[src/hw/rtl/ibus_frame_receiver_assert.svh]
// ----------------------------------------------------------------------------
// ibus_frame_receiver_assert.svh
// Assertion macros used by the iBUS frame receiver RTL.
// ----------------------------------------------------------------------------
`ifndef IBUS_FRAME_RECEIVER_ASSERT_SVH
`define IBUS_FRAME_RECEIVER_ASSERT_SVH

// Same-cycle implication, disabled while reset is asserted (active low).
`define IFR_ASSERT_IMPL(lbl, clk, rst_n, ante, cons) \
    lbl: assert property (@(posedge clk) disable iff (!(rst_n)) (ante) |-> (cons)) \
        else $error("ibus receiver: assertion failed");

// Next-cycle implication, disabled while reset is asserted (active low).
`define IFR_ASSERT_NEXT(lbl, clk, rst_n, ante, cons) \
    lbl: assert property (@(posedge clk) disable iff (!(rst_n)) (ante) |=> (cons)) \
        else $error("ibus receiver: assertion failed");

`endif

[src/hw/rtl/ifr_pkg.sv]
`timescale 1ns / 1ps
// ----------------------------------------------------------------------------
// ifr_pkg
// Types and constants of the iBUS frame receiver.
// ----------------------------------------------------------------------------
package ifr_pkg;

    // Frame geometry
    localparam int FRAME_LENGTH = 32;
    localparam int BYTE_IDX_W   = $clog2(FRAME_LENGTH);

    typedef logic [BYTE_IDX_W-1:0] t_byte_idx;

    localparam t_byte_idx  LAST_POS       = t_byte_idx'(FRAME_LENGTH - 1);
    localparam t_byte_idx  HDR_LEN_POS    = t_byte_idx'(0);
    localparam t_byte_idx  HDR_CMD_POS    = t_byte_idx'(1);
    localparam t_byte_idx  FIRST_CHAN_POS = t_byte_idx'(2);
    localparam t_byte_idx  SUM_BYTES      = t_byte_idx'(30);
    localparam t_byte_idx  CSUM_LO_POS    = t_byte_idx'(30);

    // Header and checksum
    localparam logic [7:0]  HDR_LENGTH  = 8'(FRAME_LENGTH);
    localparam logic [7:0]  HDR_COMMAND = 8'h40;
    localparam logic [15:0] SUM_INIT    = 16'hFFFF;

    localparam logic [3:0]  MAX_CHANNELS = 4'd14;

    // Input operations
    localparam logic [1:0] OP_BYTE = 2'd0;
    localparam logic [1:0] OP_IDLE = 2'd1;
    localparam logic [1:0] OP_POLL = 2'd2;

    // Result kinds
    localparam logic [1:0] KIND_CHANNEL = 2'd0;
    localparam logic [1:0] KIND_HDR_ERR = 2'd1;
    localparam logic [1:0] KIND_SUM_ERR = 2'd2;
    localparam logic [1:0] KIND_LOST    = 2'd3;

    // Configuration registers
    localparam logic [1:0] CFG_CHANNEL_COUNT = 2'd0;
    localparam logic [1:0] CFG_LOST_LIMIT    = 2'd1;

    localparam logic [3:0] CHANNEL_COUNT_RST = 4'd14;
    localparam logic [7:0] LOST_LIMIT_RST    = 8'd20;

    // Frame check status, valid while the final byte is presented
    typedef struct packed {
        logic hdr_ok;
        logic sum_ok;
    } t_check;

endpackage

[src/hw/rtl/ifr_if.sv]
`timescale 1ns / 1ps
// ----------------------------------------------------------------------------
// ifr_if
// Valid/ready channels of the iBUS frame receiver: input, result, config.
// ----------------------------------------------------------------------------
interface ifr_in_if;
    logic       valid;
    logic       ready;
    logic [1:0] op;
    logic [7:0] data_byte;

    modport source (output valid, op, data_byte, input ready);
    modport sink   (input valid, op, data_byte, output ready);
endinterface

interface ifr_out_if;
    logic        valid;
    logic        ready;
    logic [1:0]  kind;
    logic [3:0]  channel_index;
    logic [15:0] channel_value;
    logic        lost;
    logic        last;

    modport source (output valid, kind, channel_index, channel_value, lost, last,
                    input ready);
    modport sink   (input valid, kind, channel_index, channel_value, lost, last,
                    output ready);
endinterface

interface ifr_cfg_if;
    logic       valid;
    logic       ready;
    logic [1:0] reg_index;
    logic [7:0] wr_data;

    modport source (output valid, reg_index, wr_data, input ready);
    modport sink   (input valid, reg_index, wr_data, output ready);
endinterface

[src/hw/rtl/ifr_frame_check.sv]
`timescale 1ns / 1ps
// ----------------------------------------------------------------------------
// ifr_frame_check
// Running header and checksum check over the bytes of one frame.
// ----------------------------------------------------------------------------
module ifr_frame_check (
    input  logic              i_clk,
    input  logic              i_wr,
    input  ifr_pkg::t_byte_idx i_pos,
    input  logic [7:0]        i_byte,
    output ifr_pkg::t_check   o_check
);
    import ifr_pkg::*;

    logic [15:0] r_sum;
    logic        r_hdr_ok;
    logic [7:0]  r_csum_lo;

    // Accumulate as bytes arrive; byte 0 restarts the sum and the header check
    always_ff @(posedge i_clk) begin
        if (i_wr) begin
            if (i_pos == HDR_LEN_POS) begin
                r_sum    <= SUM_INIT - {8'h00, i_byte};
                r_hdr_ok <= (i_byte == HDR_LENGTH);
            end else begin
                if (i_pos < SUM_BYTES) begin
                    r_sum <= r_sum - {8'h00, i_byte};
                end
                if (i_pos == HDR_CMD_POS) begin
                    r_hdr_ok <= r_hdr_ok & (i_byte == HDR_COMMAND);
                end
                if (i_pos == CSUM_LO_POS) begin
                    r_csum_lo <= i_byte;
                end
            end
        end
    end

    // Final byte carries the checksum high half
    assign o_check.hdr_ok = r_hdr_ok;
    assign o_check.sum_ok = ({i_byte, r_csum_lo} == r_sum);

endmodule

[src/hw/rtl/ibus_frame_receiver.sv]
`timescale 1ns / 1ps
// ----------------------------------------------------------------------------
// ibus_frame_receiver
// iBUS frame parser: captures 32-byte frames after a line-idle event, checks
// header and checksum, and emits channel values, errors and lost status.
// ----------------------------------------------------------------------------
//  port    | dir | contents
//  --------+-----+------------------------------------------------------
//  i_in    | in  | op, data_byte (byte, line idle, lost poll)
//  o_out   | out | kind, channel_index, channel_value, lost, last
//  i_cfg   | in  | reg_index, wr_data (channel_count, lost_limit)
//
// Bytes, idle events and polls are taken only in S_IDLE; a poll or a bad frame loads
// the output register, and the next item is taken no earlier than the cycle in
// which that result is accepted.
// A valid frame emits n channels via S_READ_LO, S_READ_HI and S_SEND from the
// frame memory's single read port (a byte read in each READ state), no input meanwhile.
// Output stalls hold the sequencer; reset is synchronous, active low, and
// leaves the frame memory unwritten. Config writes are taken every cycle.
// ----------------------------------------------------------------------------
module ibus_frame_receiver (
    input  logic      i_clk,
    input  logic      i_rst_n,
    ifr_in_if.sink    i_in,
    ifr_out_if.source o_out,
    ifr_cfg_if.sink   i_cfg
);
    import ifr_pkg::*;

    `include "ibus_frame_receiver_assert.svh"

    typedef enum logic [1:0] {
        S_IDLE,
        S_READ_LO,
        S_READ_HI,
        S_SEND
    } t_state;

    t_state      r_state;
    logic        r_armed;
    t_byte_idx   r_byte_cnt;
    logic [7:0]  r_lost_cnt;
    logic [3:0]  r_chan_cnt_cfg;
    logic [7:0]  r_lost_limit;
    logic [3:0]  r_chan_idx;
    logic [3:0]  r_chan_n;
    logic [7:0]  r_lo;

    logic [7:0]  mem [FRAME_LENGTH];
    logic [7:0]  r_rd_data;

    logic        r_out_valid;
    logic [1:0]  r_kind;
    logic [3:0]  r_chan_index;
    logic [15:0] r_chan_value;
    logic        r_lost;
    logic        r_last;

    logic        out_free;
    logic        out_load;
    logic        in_fire;
    logic        byte_wr;
    logic        frame_done;
    logic [3:0]  n_chan;
    logic        rd_en;
    t_byte_idx   rd_addr;
    t_check      check;

    // Handshake
    assign out_free   = !r_out_valid || o_out.ready;
    assign i_in.ready = (r_state == S_IDLE) && out_free;
    assign in_fire    = i_in.valid && i_in.ready;
    assign i_cfg.ready = 1'b1;

    assign byte_wr    = in_fire && (i_in.op == OP_BYTE) && r_armed;
    assign frame_done = byte_wr && (r_byte_cnt == LAST_POS);
    assign n_chan     = (r_chan_cnt_cfg > MAX_CHANNELS) ? MAX_CHANNELS : r_chan_cnt_cfg;

    // Output register gets a new result this cycle
    assign out_load = (r_state == S_SEND) ? out_free
                    : (in_fire && ((i_in.op == OP_POLL) ||
                                   (frame_done && !(check.hdr_ok && check.sum_ok))));

    // Header and checksum tracking
    ifr_frame_check u_check (
        .i_clk   (i_clk),
        .i_wr    (byte_wr),
        .i_pos   (r_byte_cnt),
        .i_byte  (i_in.data_byte),
        .o_check (check)
    );

    // Frame memory: one write port, one registered read port
    assign rd_en   = (r_state == S_READ_LO) || (r_state == S_READ_HI);
    assign rd_addr = (r_state == S_READ_HI) ? ({r_chan_idx, 1'b1} + FIRST_CHAN_POS)
                                            : ({r_chan_idx, 1'b0} + FIRST_CHAN_POS);

    always_ff @(posedge i_clk) begin
        if (byte_wr) begin
            mem[r_byte_cnt] <= i_in.data_byte;
        end
        if (rd_en) begin
            r_rd_data <= mem[rd_addr];
        end
    end

    // Control, sequencer and output register
    always_ff @(posedge i_clk) begin
        if (!i_rst_n) begin
            r_state        <= S_IDLE;
            r_armed        <= 1'b0;
            r_byte_cnt     <= '0;
            r_lost_cnt     <= '0;
            r_chan_cnt_cfg <= CHANNEL_COUNT_RST;
            r_lost_limit   <= LOST_LIMIT_RST;
            r_chan_idx     <= '0;
            r_chan_n       <= '0;
            r_out_valid    <= 1'b0;
        end else begin
            if (i_cfg.valid) begin
                unique case (i_cfg.reg_index)
                    CFG_CHANNEL_COUNT: r_chan_cnt_cfg <= i_cfg.wr_data[3:0];
                    CFG_LOST_LIMIT:    r_lost_limit   <= i_cfg.wr_data;
                    default: ;
                endcase
            end

            if (r_out_valid && o_out.ready && !out_load) begin
                r_out_valid <= 1'b0;
            end

            unique case (r_state)
                S_IDLE: begin
                    if (in_fire) begin
                        unique case (i_in.op)
                            OP_BYTE: begin
                                if (frame_done) begin
                                    r_armed    <= 1'b0;
                                    r_byte_cnt <= '0;
                                    r_lost_cnt <= '0;
                                    if (!check.hdr_ok || !check.sum_ok) begin
                                        r_out_valid  <= 1'b1;
                                        r_kind       <= check.hdr_ok ? KIND_SUM_ERR
                                                                     : KIND_HDR_ERR;
                                        r_chan_index <= '0;
                                        r_chan_value <= '0;
                                        r_lost       <= 1'b0;
                                        r_last       <= 1'b1;
                                    end else if (n_chan != '0) begin
                                        r_chan_n   <= n_chan;
                                        r_chan_idx <= '0;
                                        r_state    <= S_READ_LO;
                                    end
                                end else if (r_armed) begin
                                    r_byte_cnt <= r_byte_cnt + 1'b1;
                                end
                            end
                            OP_IDLE: begin
                                r_armed    <= 1'b1;
                                r_byte_cnt <= '0;
                            end
                            OP_POLL: begin
                                r_out_valid  <= 1'b1;
                                r_kind       <= KIND_LOST;
                                r_chan_index <= '0;
                                r_chan_value <= '0;
                                r_last       <= 1'b1;
                                if (r_lost_cnt < r_lost_limit) begin
                                    r_lost_cnt <= r_lost_cnt + 1'b1;
                                    r_lost     <= 1'b0;
                                end else begin
                                    r_lost     <= 1'b1;
                                end
                            end
                            default: ;
                        endcase
                    end
                end
                S_READ_LO: begin
                    r_state <= S_READ_HI;
                end
                S_READ_HI: begin
                    // low byte of the channel is back from memory
                    r_lo    <= r_rd_data;
                    r_state <= S_SEND;
                end
                S_SEND: begin
                    if (out_free) begin
                        r_out_valid  <= 1'b1;
                        r_kind       <= KIND_CHANNEL;
                        r_chan_index <= r_chan_idx;
                        r_chan_value <= {r_rd_data, r_lo};
                        r_lost       <= 1'b0;
                        r_last       <= (r_chan_idx == r_chan_n - 1'b1);
                        if (r_chan_idx == r_chan_n - 1'b1) begin
                            r_state <= S_IDLE;
                        end else begin
                            r_chan_idx <= r_chan_idx + 1'b1;
                            r_state    <= S_READ_LO;
                        end
                    end
                end
                default: r_state <= S_IDLE;
            endcase
        end
    end

    assign o_out.valid         = r_out_valid;
    assign o_out.kind          = r_kind;
    assign o_out.channel_index = r_chan_index;
    assign o_out.channel_value = r_chan_value;
    assign o_out.lost          = r_lost;
    assign o_out.last          = r_last;

    // Assertions
    `IFR_ASSERT_IMPL(a_chan_idx_range, i_clk, i_rst_n, (r_state != S_IDLE), (r_chan_idx < r_chan_n))
    `IFR_ASSERT_IMPL(a_chan_last, i_clk, i_rst_n, (o_out.valid && o_out.kind == KIND_CHANNEL), (o_out.last == (o_out.channel_index == 4'(r_chan_n - 4'd1))))
    `IFR_ASSERT_IMPL(a_single_last, i_clk, i_rst_n, (o_out.valid && o_out.kind != KIND_CHANNEL), (o_out.last && o_out.channel_value == 16'd0))
    `IFR_ASSERT_NEXT(a_frame_disarm, i_clk, i_rst_n, frame_done, (!r_armed && r_byte_cnt == '0 && r_lost_cnt == 8'd0))

endmodule

[src/flat_wrapper.sv]
// flat-port wrapper written by rule: the top's interface ports become plain ports
module ibus_frame_receiver_flat import ifr_pkg::*;
  (i_clk, i_rst_n, i_in_valid, i_in_op, i_in_data_byte, i_in_ready, o_out_valid, o_out_kind, o_out_channel_index, o_out_channel_value, o_out_lost, o_out_last, o_out_ready, i_cfg_valid, i_cfg_reg_index, i_cfg_wr_data, i_cfg_ready);
  ifr_in_if i_in_i ();
  ifr_out_if o_out_i ();
  ifr_cfg_if i_cfg_i ();
  input  logic i_clk;
  input  logic i_rst_n;
  input wire logic [$bits(i_in_i.valid)-1:0] i_in_valid;
  input wire logic [$bits(i_in_i.op)-1:0] i_in_op;
  input wire logic [$bits(i_in_i.data_byte)-1:0] i_in_data_byte;
  output wire logic [$bits(i_in_i.ready)-1:0] i_in_ready;
  output wire logic [$bits(o_out_i.valid)-1:0] o_out_valid;
  output wire logic [$bits(o_out_i.kind)-1:0] o_out_kind;
  output wire logic [$bits(o_out_i.channel_index)-1:0] o_out_channel_index;
  output wire logic [$bits(o_out_i.channel_value)-1:0] o_out_channel_value;
  output wire logic [$bits(o_out_i.lost)-1:0] o_out_lost;
  output wire logic [$bits(o_out_i.last)-1:0] o_out_last;
  input wire logic [$bits(o_out_i.ready)-1:0] o_out_ready;
  input wire logic [$bits(i_cfg_i.valid)-1:0] i_cfg_valid;
  input wire logic [$bits(i_cfg_i.reg_index)-1:0] i_cfg_reg_index;
  input wire logic [$bits(i_cfg_i.wr_data)-1:0] i_cfg_wr_data;
  output wire logic [$bits(i_cfg_i.ready)-1:0] i_cfg_ready;
  assign i_in_i.valid = i_in_valid;
  assign i_in_i.op = i_in_op;
  assign i_in_i.data_byte = i_in_data_byte;
  assign i_in_ready = i_in_i.ready;
  assign o_out_valid = o_out_i.valid;
  assign o_out_kind = o_out_i.kind;
  assign o_out_channel_index = o_out_i.channel_index;
  assign o_out_channel_value = o_out_i.channel_value;
  assign o_out_lost = o_out_i.lost;
  assign o_out_last = o_out_i.last;
  assign o_out_i.ready = o_out_ready;
  assign i_cfg_i.valid = i_cfg_valid;
  assign i_cfg_i.reg_index = i_cfg_reg_index;
  assign i_cfg_i.wr_data = i_cfg_wr_data;
  assign i_cfg_ready = i_cfg_i.ready;
  ibus_frame_receiver u_core (.i_clk(i_clk), .i_rst_n(i_rst_n), .i_in(i_in_i), .o_out(o_out_i), .i_cfg(i_cfg_i));
endmodule
[config.mk]
export PLATFORM = sky130hd
export DESIGN_NAME = ibus_frame_receiver_flat
export DESIGN_NICKNAME = d
export VERILOG_FILES = /design/src/hw/rtl/ifr_pkg.sv /design/src/hw/rtl/ifr_if.sv /design/src/hw/rtl/ifr_frame_check.sv /design/src/hw/rtl/ibus_frame_receiver.sv /design/src/flat_wrapper.sv
export VERILOG_INCLUDE_DIRS = /design/src /design/src/hw/rtl
export SDC_FILE = /design/constraint.sdc
export NUM_CORES = 1
export LEC_CHECK = 0
export BUFFER_PORTS_ARGS = -buffer_cell sky130_fd_sc_hd__buf_4
export CELL_PAD_IN_SITES_DETAIL_PLACEMENT = 0
export CELL_PAD_IN_SITES_GLOBAL_PLACEMENT = 1
export CORE_UTILIZATION = 45
export DETAILED_ROUTE_END_ITERATION = 8
export GPL_ROUTABILITY_DRIVEN = 0
export PLACE_DENSITY_LB_ADDON = 0.1
export SLEW_MARGIN = 20
export SYNTH_ARGS = -nofsm -noshare
export SYNTH_HDL_FRONTEND = slang
export SYNTH_SLANG_ARGS = --single-unit
export TNS_END_PERCENT = 1
[constraint.sdc]
create_clock -name i_clk -period 2.93 [get_ports i_clk]
set_input_delay 0.586 -clock i_clk [delete_from_list [all_inputs] [get_ports i_clk]]
set_output_delay 0.586 -clock i_clk [all_outputs]
set_load 0.05 [all_outputs]
== After elaboration in Yosys (flattened, before gate mapping) ==
Memory sizes are Yosys's and may differ from the RTL's. A register that Yosys moved wholly into a read port is not among the register bits.
Index checks and enable logic that the tools add are counted.

* Word-level logic and storage cells: 173
* Input bits: 25
* Memories: 1
* Output and inout bits: 27
* Register bits after elaboration: 94
* RAM bits: 256

{| class="wikitable"
|+ Memories
! memory !! words !! width !! read ports !! clocked after memory_dff !! write ports !! line !! RTL
|-
| u_core.mem || 32 || 8 || 1 || 1 || 1 || ibus_frame_receiver.sv:49 || <nowiki>logic [7:0] mem [FRAME_LENGTH];</nowiki>
|}

* Bitwise logic cells: 3
* Magnitude comparators: 3
* Muxes and demuxes: 72
* Reductions and logical operators: 42
* Add/subtract/negate cells: 8
* Eq/ne operators: 26

{| class="wikitable"
|+ Operators with widths
! operator !! count
|-
| two-way mux 16 bit || 6
|-
| one-hot mux 16 bit (2 select lines) || 2
|-
| two-way mux 4 bit || 12
|-
| one-hot mux 4 bit (2 select lines) || 3
|-
| two-way mux 2 bit || 11
|-
| two-way mux 1 bit || 21
|-
| equality test 16 bit || 1
|-
| two-way mux 8 bit || 2
|-
| one-hot mux 8 bit (2 select lines) || 1
|-
| subtractor 16 x 8 -> 16 bit || 1
|-
| two-way mux 5 bit || 3
|-
| one-hot mux 1 bit (2 select lines) || 7
|-
| AND reduction 6 bit || 2
|-
| adder 5 x 2 -> 5 bit, second input constant || 2
|-
| equality test 5 bit, second input constant || 2
|-
| logical AND 1 bit || 10
|-
| inequality test 2 bit, second input constant || 5
|-
| one-hot mux 5 bit (2 select lines) || 1
|-
| AND reduction 2 bit || 5
|-
| nonzero test 2 bit || 5
|-
| subtractor 1 x 9 -> 10 bit, first input constant || 1
|-
| adder 8 x 1 -> 8 bit, second input constant || 1
|-
| equality test 8 x 6 -> 1 bit, second input constant || 1
|-
| equality test 8 x 7 -> 1 bit, second input constant || 1
|-
| other kinds (28) || 48
|}

== Logic depth before layout (Yosys ltp) ==
* Depth in word-level cells: 19
* Depth in mapped cells: 10
* Gate-level depth less buffers: 9

== Modules after synthesis ==
A second synthesis with hierarchy kept.

* Cell total of the unflattened synthesis: 914
* Area, all modules: 15217.1 sq um

{| class="wikitable"
|+ By module, submodules not included
! module !! sequential area each (sq um) !! cells an instance !! area an instance (sq um) !! instances
|-
| ibus_frame_receiver || 9629.2 || 758 || 13554.2 || 1
|-
| ifr_frame_check || 750.7 || 156 || 1662.8 || 1
|}

== Least setup slack after synthesis ==
Ideal clock, no wire load.

* Path kind: reg2reg
* Start point: reg u_core.r_byte_cnt[2]
* End point: reg u_core.r_chan_index[0], in the netlist u_core.o_out.channel_index[0] (enable)
* Stages on the path, launching flop included: 8
* Required time: 2.510 ns
* Library setup time: 0.420 ns
* Path buffers: 1
* Arrival: 2.811 ns
* Clock period less this slack: 3.231 ns
* Path slack: -0.301 ns
* Path through: dfxtp_1 clkbuf_1 and3_1 ha_1 nand3_1 nor4_4 nand2_1 a31oi_1

* Longest elaborated chain between the ends: 4

{| class="wikitable"
|+ Ends and longest elaborated chain
! what !! line !! RTL
|-
| start: declaration || ibus_frame_receiver.sv:41 || <nowiki>t_byte_idx r_byte_cnt;</nowiki>
|-
| start signal: assignment || ibus_frame_receiver.sv:155 || <nowiki>r_byte_cnt <= r_byte_cnt + 1'b1;</nowiki>
|-
| equality test 5 bit || ibus_frame_receiver.sv:76 || <nowiki>assign frame_done = byte_wr && (r_byte_cnt == LAST_POS);</nowiki>
|-
| logical AND 1 bit || ibus_frame_receiver.sv:76 ||
|-
| inequality test 3 x 2 -> 1 bit (no source line) || n/a ||
|-
| AND reduction 7 bit (no source line) || n/a ||
|-
| end signal: assignment || ibus_frame_receiver.sv:191 || <nowiki>r_chan_index <= r_chan_idx;</nowiki>
|-
| end: declaration || ibus_frame_receiver.sv:54 || <nowiki>logic [3:0] r_chan_index;</nowiki>
|}

Every way passes these cells.
A chain may end at the register's enable or synchronous reset.

== Worst setup path in the final report ==
* Start point: reg u_core.r_state[0]
* End point: reg u_core.r_rd_data[1], read port of u_core.mem (data pin)

* Longest elaborated chain between the ends: 2
* Elaborated cells between the ends (all ways): 4
* Classes of those cells: 2 x eq/ne; 1 x mux; 1 x reduce/logical

{| class="wikitable"
|+ Ends and longest elaborated chain
! what !! line !! RTL
|-
| start: declaration || ibus_frame_receiver.sv:39 || <nowiki>t_state r_state;</nowiki>
|-
| start signal: assignment || ibus_frame_receiver.sv:110 || <nowiki>r_state <= S_IDLE;</nowiki>
|-
| start signal: assignment || ibus_frame_receiver.sv:152 || <nowiki>r_state <= S_READ_LO;</nowiki>
|-
| start signal: assignment || ibus_frame_receiver.sv:180 || <nowiki>r_state <= S_READ_HI;</nowiki>
|-
| equality test 2 bit or equality test 2 x 1 -> 1 bit (tied branches) || ibus_frame_receiver.sv:94, ibus_frame_receiver.sv:95 ||
|-
| two-way mux 5 bit or logical OR 1 bit (tied branches) || ibus_frame_receiver.sv:95, ibus_frame_receiver.sv:94 ||
|-
| end: declaration || ibus_frame_receiver.sv:50 || <nowiki>logic [7:0] r_rd_data;</nowiki>
|}

Several ways; a longest one is shown, not always the timed one.

==> summary.txt <==
vias in the first global route - 7957
sw power - 2149 uW
Worst EP arrival - 2.89 ns
Post-CTS Setup Repair Bufs - 0
Die Width - 185.8 um
Final Util - 0.5421
gr ovfl total - 0
Buffers on Ports - 50
fin. max-slew vios - 0
Distinct cells, synth - 65
syn_area_per_cell - 16.60 sq um
CTS root buf - clkbuf_16
busiest grt layer - met2
post-route DRC violation count - 0
share of cells above drive strength 1 - 0.2575
drt first pass iters - 5
RR Endpoint - u_core.r_rd_data[1]
GR Util met2 - 0.3110
synthesized instance count - 916
Gate power share - 0.026
hold path depth - 3
Seq/Total Area, Yosys - 0.6828
worst slew pin tran - 0.8773 ns
power share of the clock group - 0.460
dpl cells - 1432
Clock Path Buffers - 3
setup violators final - 0
FP Rows - 66
worst skew pair latency - 0.53 ns
Tcrit/Tclk final - 0.8922
Hold Violations, Final - 0
R2R setup slack - 0.32 ns
most frequent cell after synthesis - edfxtp_1
Top FF cell, synth - edfxtp_1
CP Launch Point - u_core.r_state[0]
fin nets - 1084
# diodes - 0
CTS H-tree depth - 2
Crit Path Max Fanout - 19
WP data required - 3.20 ns
Reg clk slew, reported paths - 0.06 ns
Synthesis Warnings - 0
RSZ-0062 raised after global routing - false
Mapped Area - 0.01520 sq mm
global-route wire length before repair - 50.44 mm
worst clock skew - 0.01323 ns
fmax - 382.6 MHz
Post-DRT Antenna Nets - 0
pin count of the biggest net entering global routing - 47
core area - 0.03287 sq mm
CP Launch Type - register
P_leak - 0.005998 uW
max cap viols - 0
hold slack final - 0.2910 ns
CTS tree - built
status - complete, no violations
kind of end point of the critical path - register
Synth area leaders - edfxtp_1 (63%), mux4_2 (12%), dfxtp_1 (4.9%), ha_1 (2.2%), nor2_1 (2.0%)
Hold EP - u_core.r_chan_cnt_cfg[3]
Initial Util - 0.4625
DIE HEIGHT - 185.8 um
Period minus WS final - 2.614 ns
P per Cell Area - 609.1 mW/mm^2
TritonCTS Buffers - 39
DR iter-0 viols - 616
worst r2r src - u_core.r_state[0]
post-place setup slack - 0.1233 ns
final HPWL from detailed placement - 21.84 mm
Area Growth Syn to Fin - 17.20%
r2r worst-path depth - 6
most area-hungry cell type in the Yosys netlist - edfxtp_1
Async SR Flop Fraction - 0
internal power - 8702 uW
WL per Instance - 22.07 um
DR vias - 8166
clock sink count - 358
GRT Overall Usage - 0.2011
final worst-path setup slack - 0.3160 ns
# IOs - 52
Synth Register Bits - 358
Final Non-Filler Cells - 1502
GRT met3 Usage - 0.02583
relative slew slack - 0.4145
worst hold path class - input pin to register
vias per std cell - 5.437
fraction of power spent switching nets - 0.1981
routing usage on met1 - 0.3035
# resized after CTS - 0
worst hold path startpoint - i_cfg_wr_data[3]
peak supply drop - 0.0004738 V
part of the power in registers - 0.513
Hold-fix buffers, CTS - 0
Synth top cells by count - edfxtp_1 (321), nor2_1 (81), mux4_2 (80)
die footprint - 0.03452 sq mm
area share of the largest cell type after synthesis - 0.6341
syn nets - 969
initial antenna violation count - 0
number of synthesized flops with an enable pin - 321
final WL - 33.14 mm
Sum Neg Setup Slack - 0 ns
CP Class - register to register
-- routing by layer --
layer / up-vias / wire length (um)
li1: 3806 / -
met1: 4138 / 15730
met2: 175 / 15400
met3: 47 / 1444
met4: 0 / 563
met5: - / 0
-- critical path: stages, from the launching register on --
cell and delay, ns:
dfxtp_1 0.31, inv_1 0.18, ha_4 0.24, buf_12 0.21, mux4_2 0.57, mux4_2 0.54
mux2_2 0.29
-- power groups by stage --
stage	sequential (uW)	combinational (uW)	clock [uW]
after floorplan	5700	118	0
after global placement	5680	285	0
after detailed placement	5680	290	0
after CTS	5570	291	5120
after global routing	5570	316	5300
final	5570	285	4990
-- state kept, by name (all words and copies together) (netlist names), 2 cells and up --
| signal | flops |
|---|---|
| u_core.u_check.r_sum | 16 |
| u_core.o_out.kind | 2 |
| u_core.r_byte_cnt | 5 |
| u_core.r_lo | 8 |
| u_core.mem | 256 |
| u_core.r_state | 2 |
| u_core.r_chan_idx | 4 |
| u_core.u_check.r_csum_lo | 8 |
| u_core.r_lost_cnt | 8 |
| u_core.o_out.channel_value | 16 |
| u_core.r_chan_n | 4 |
| u_core.r_chan_cnt_cfg | 4 |
| u_core.o_out.channel_index | 4 |
| u_core.r_lost_limit | 8 |
| u_core.r_rd_data | 8 |
-- cells in the final DEF (no fill, tap or decap), types with 4 or more instances in the layout --
| cell | synthesis | final |
|---|---|---|
| a21o_1 | 6 | 6 |
| a21oi_1 | 17 | 17 |
| and2_1 | 30 | 30 |
| and3_1 | 4 | 4 |
| buf_12 | 0 | 5 |
| buf_4 | 7 | 108 |
| bufinv_16 | 0 | 6 |
| clkbuf_1 | 25 | 6 |
| clkbuf_16 | 0 | 40 |
| clkinv_1 | 0 | 8 |
| clkinv_2 | 0 | 7 |
| dfxtp_1 | 37 | 36 |
| edfxtp_1 | 321 | 321 |
| ha_1 | 27 | 26 |
| inv_1 | 32 | 32 |
| mux2_2 | 8 | 8 |
| mux2i_1 | 27 | 27 |
| mux4_2 | 80 | 80 |
| nand2_1 | 41 | 41 |
| nand2b_1 | 5 | 5 |
| nand3_1 | 11 | 11 |
| nand3b_1 | 6 | 6 |
| nand4_1 | 7 | 7 |
| nor2_1 | 81 | 81 |
| nor3_1 | 11 | 11 |
| o21a_1 | 4 | 4 |
| o21ai_0 | 25 | 25 |
| o22ai_1 | 4 | 4 |
| or3_1 | 13 | 13 |
| or4_1 | 5 | 5 |
| xnor2_1 | 16 | 16 |
| xor2_1 | 7 | 6 |
-- worst max-delay path by stage --
stage	to	slack [ns]
after floorplan	u_core.o_out.channel_index[0]	0.16
after CTS	u_core.r_rd_data[4]	0.29
final	u_core.r_rd_data[1]	0.32
after detailed placement	u_core.u_check.r_sum[13]	0.12
after global routing	u_core.mem[18][1]	0.10
after global placement	u_core.u_check.r_sum[13]	0.15
-- kinds of logic after synthesis --
logic type	share of synthesized area
multiplexers	0.1422
AND/OR/NAND/NOR	0.07835
flip-flops	0.6828
buffers and inverters	0.02000
XOR/XNOR	0.01481
adder cells (fa/ha/maj)	0.02354
other	0.0002467
AO/OA/AOI/OAI	0.03803
-- through the flow --
step / area [sq um] / total power [uW]
6_report: 17820 / 10850
5_1_grt: 17820 / 11190
4_1_cts: 17820 / 10980
3_5_place_dp: 16510 / 5969
3_3_place_gp: 16510 / 5964
2_1_floorplan: 15210 / 5813
-- area by class of cell --
class | count | area, sq um
Clock buffer | 47 | 1037
Clock inverter | 23 | 270.3
Fill cell | 2736 | 15050
Inverter | 32 | 120.1
Multi-Input combinational cell | 487 | 4544
Sequential cell | 358 | 10380
Tap cell | 442 | 553.0
Timing Repair Buffer | 113 | 910.9
No activity file was read; power rests on OpenSTA's default activity.
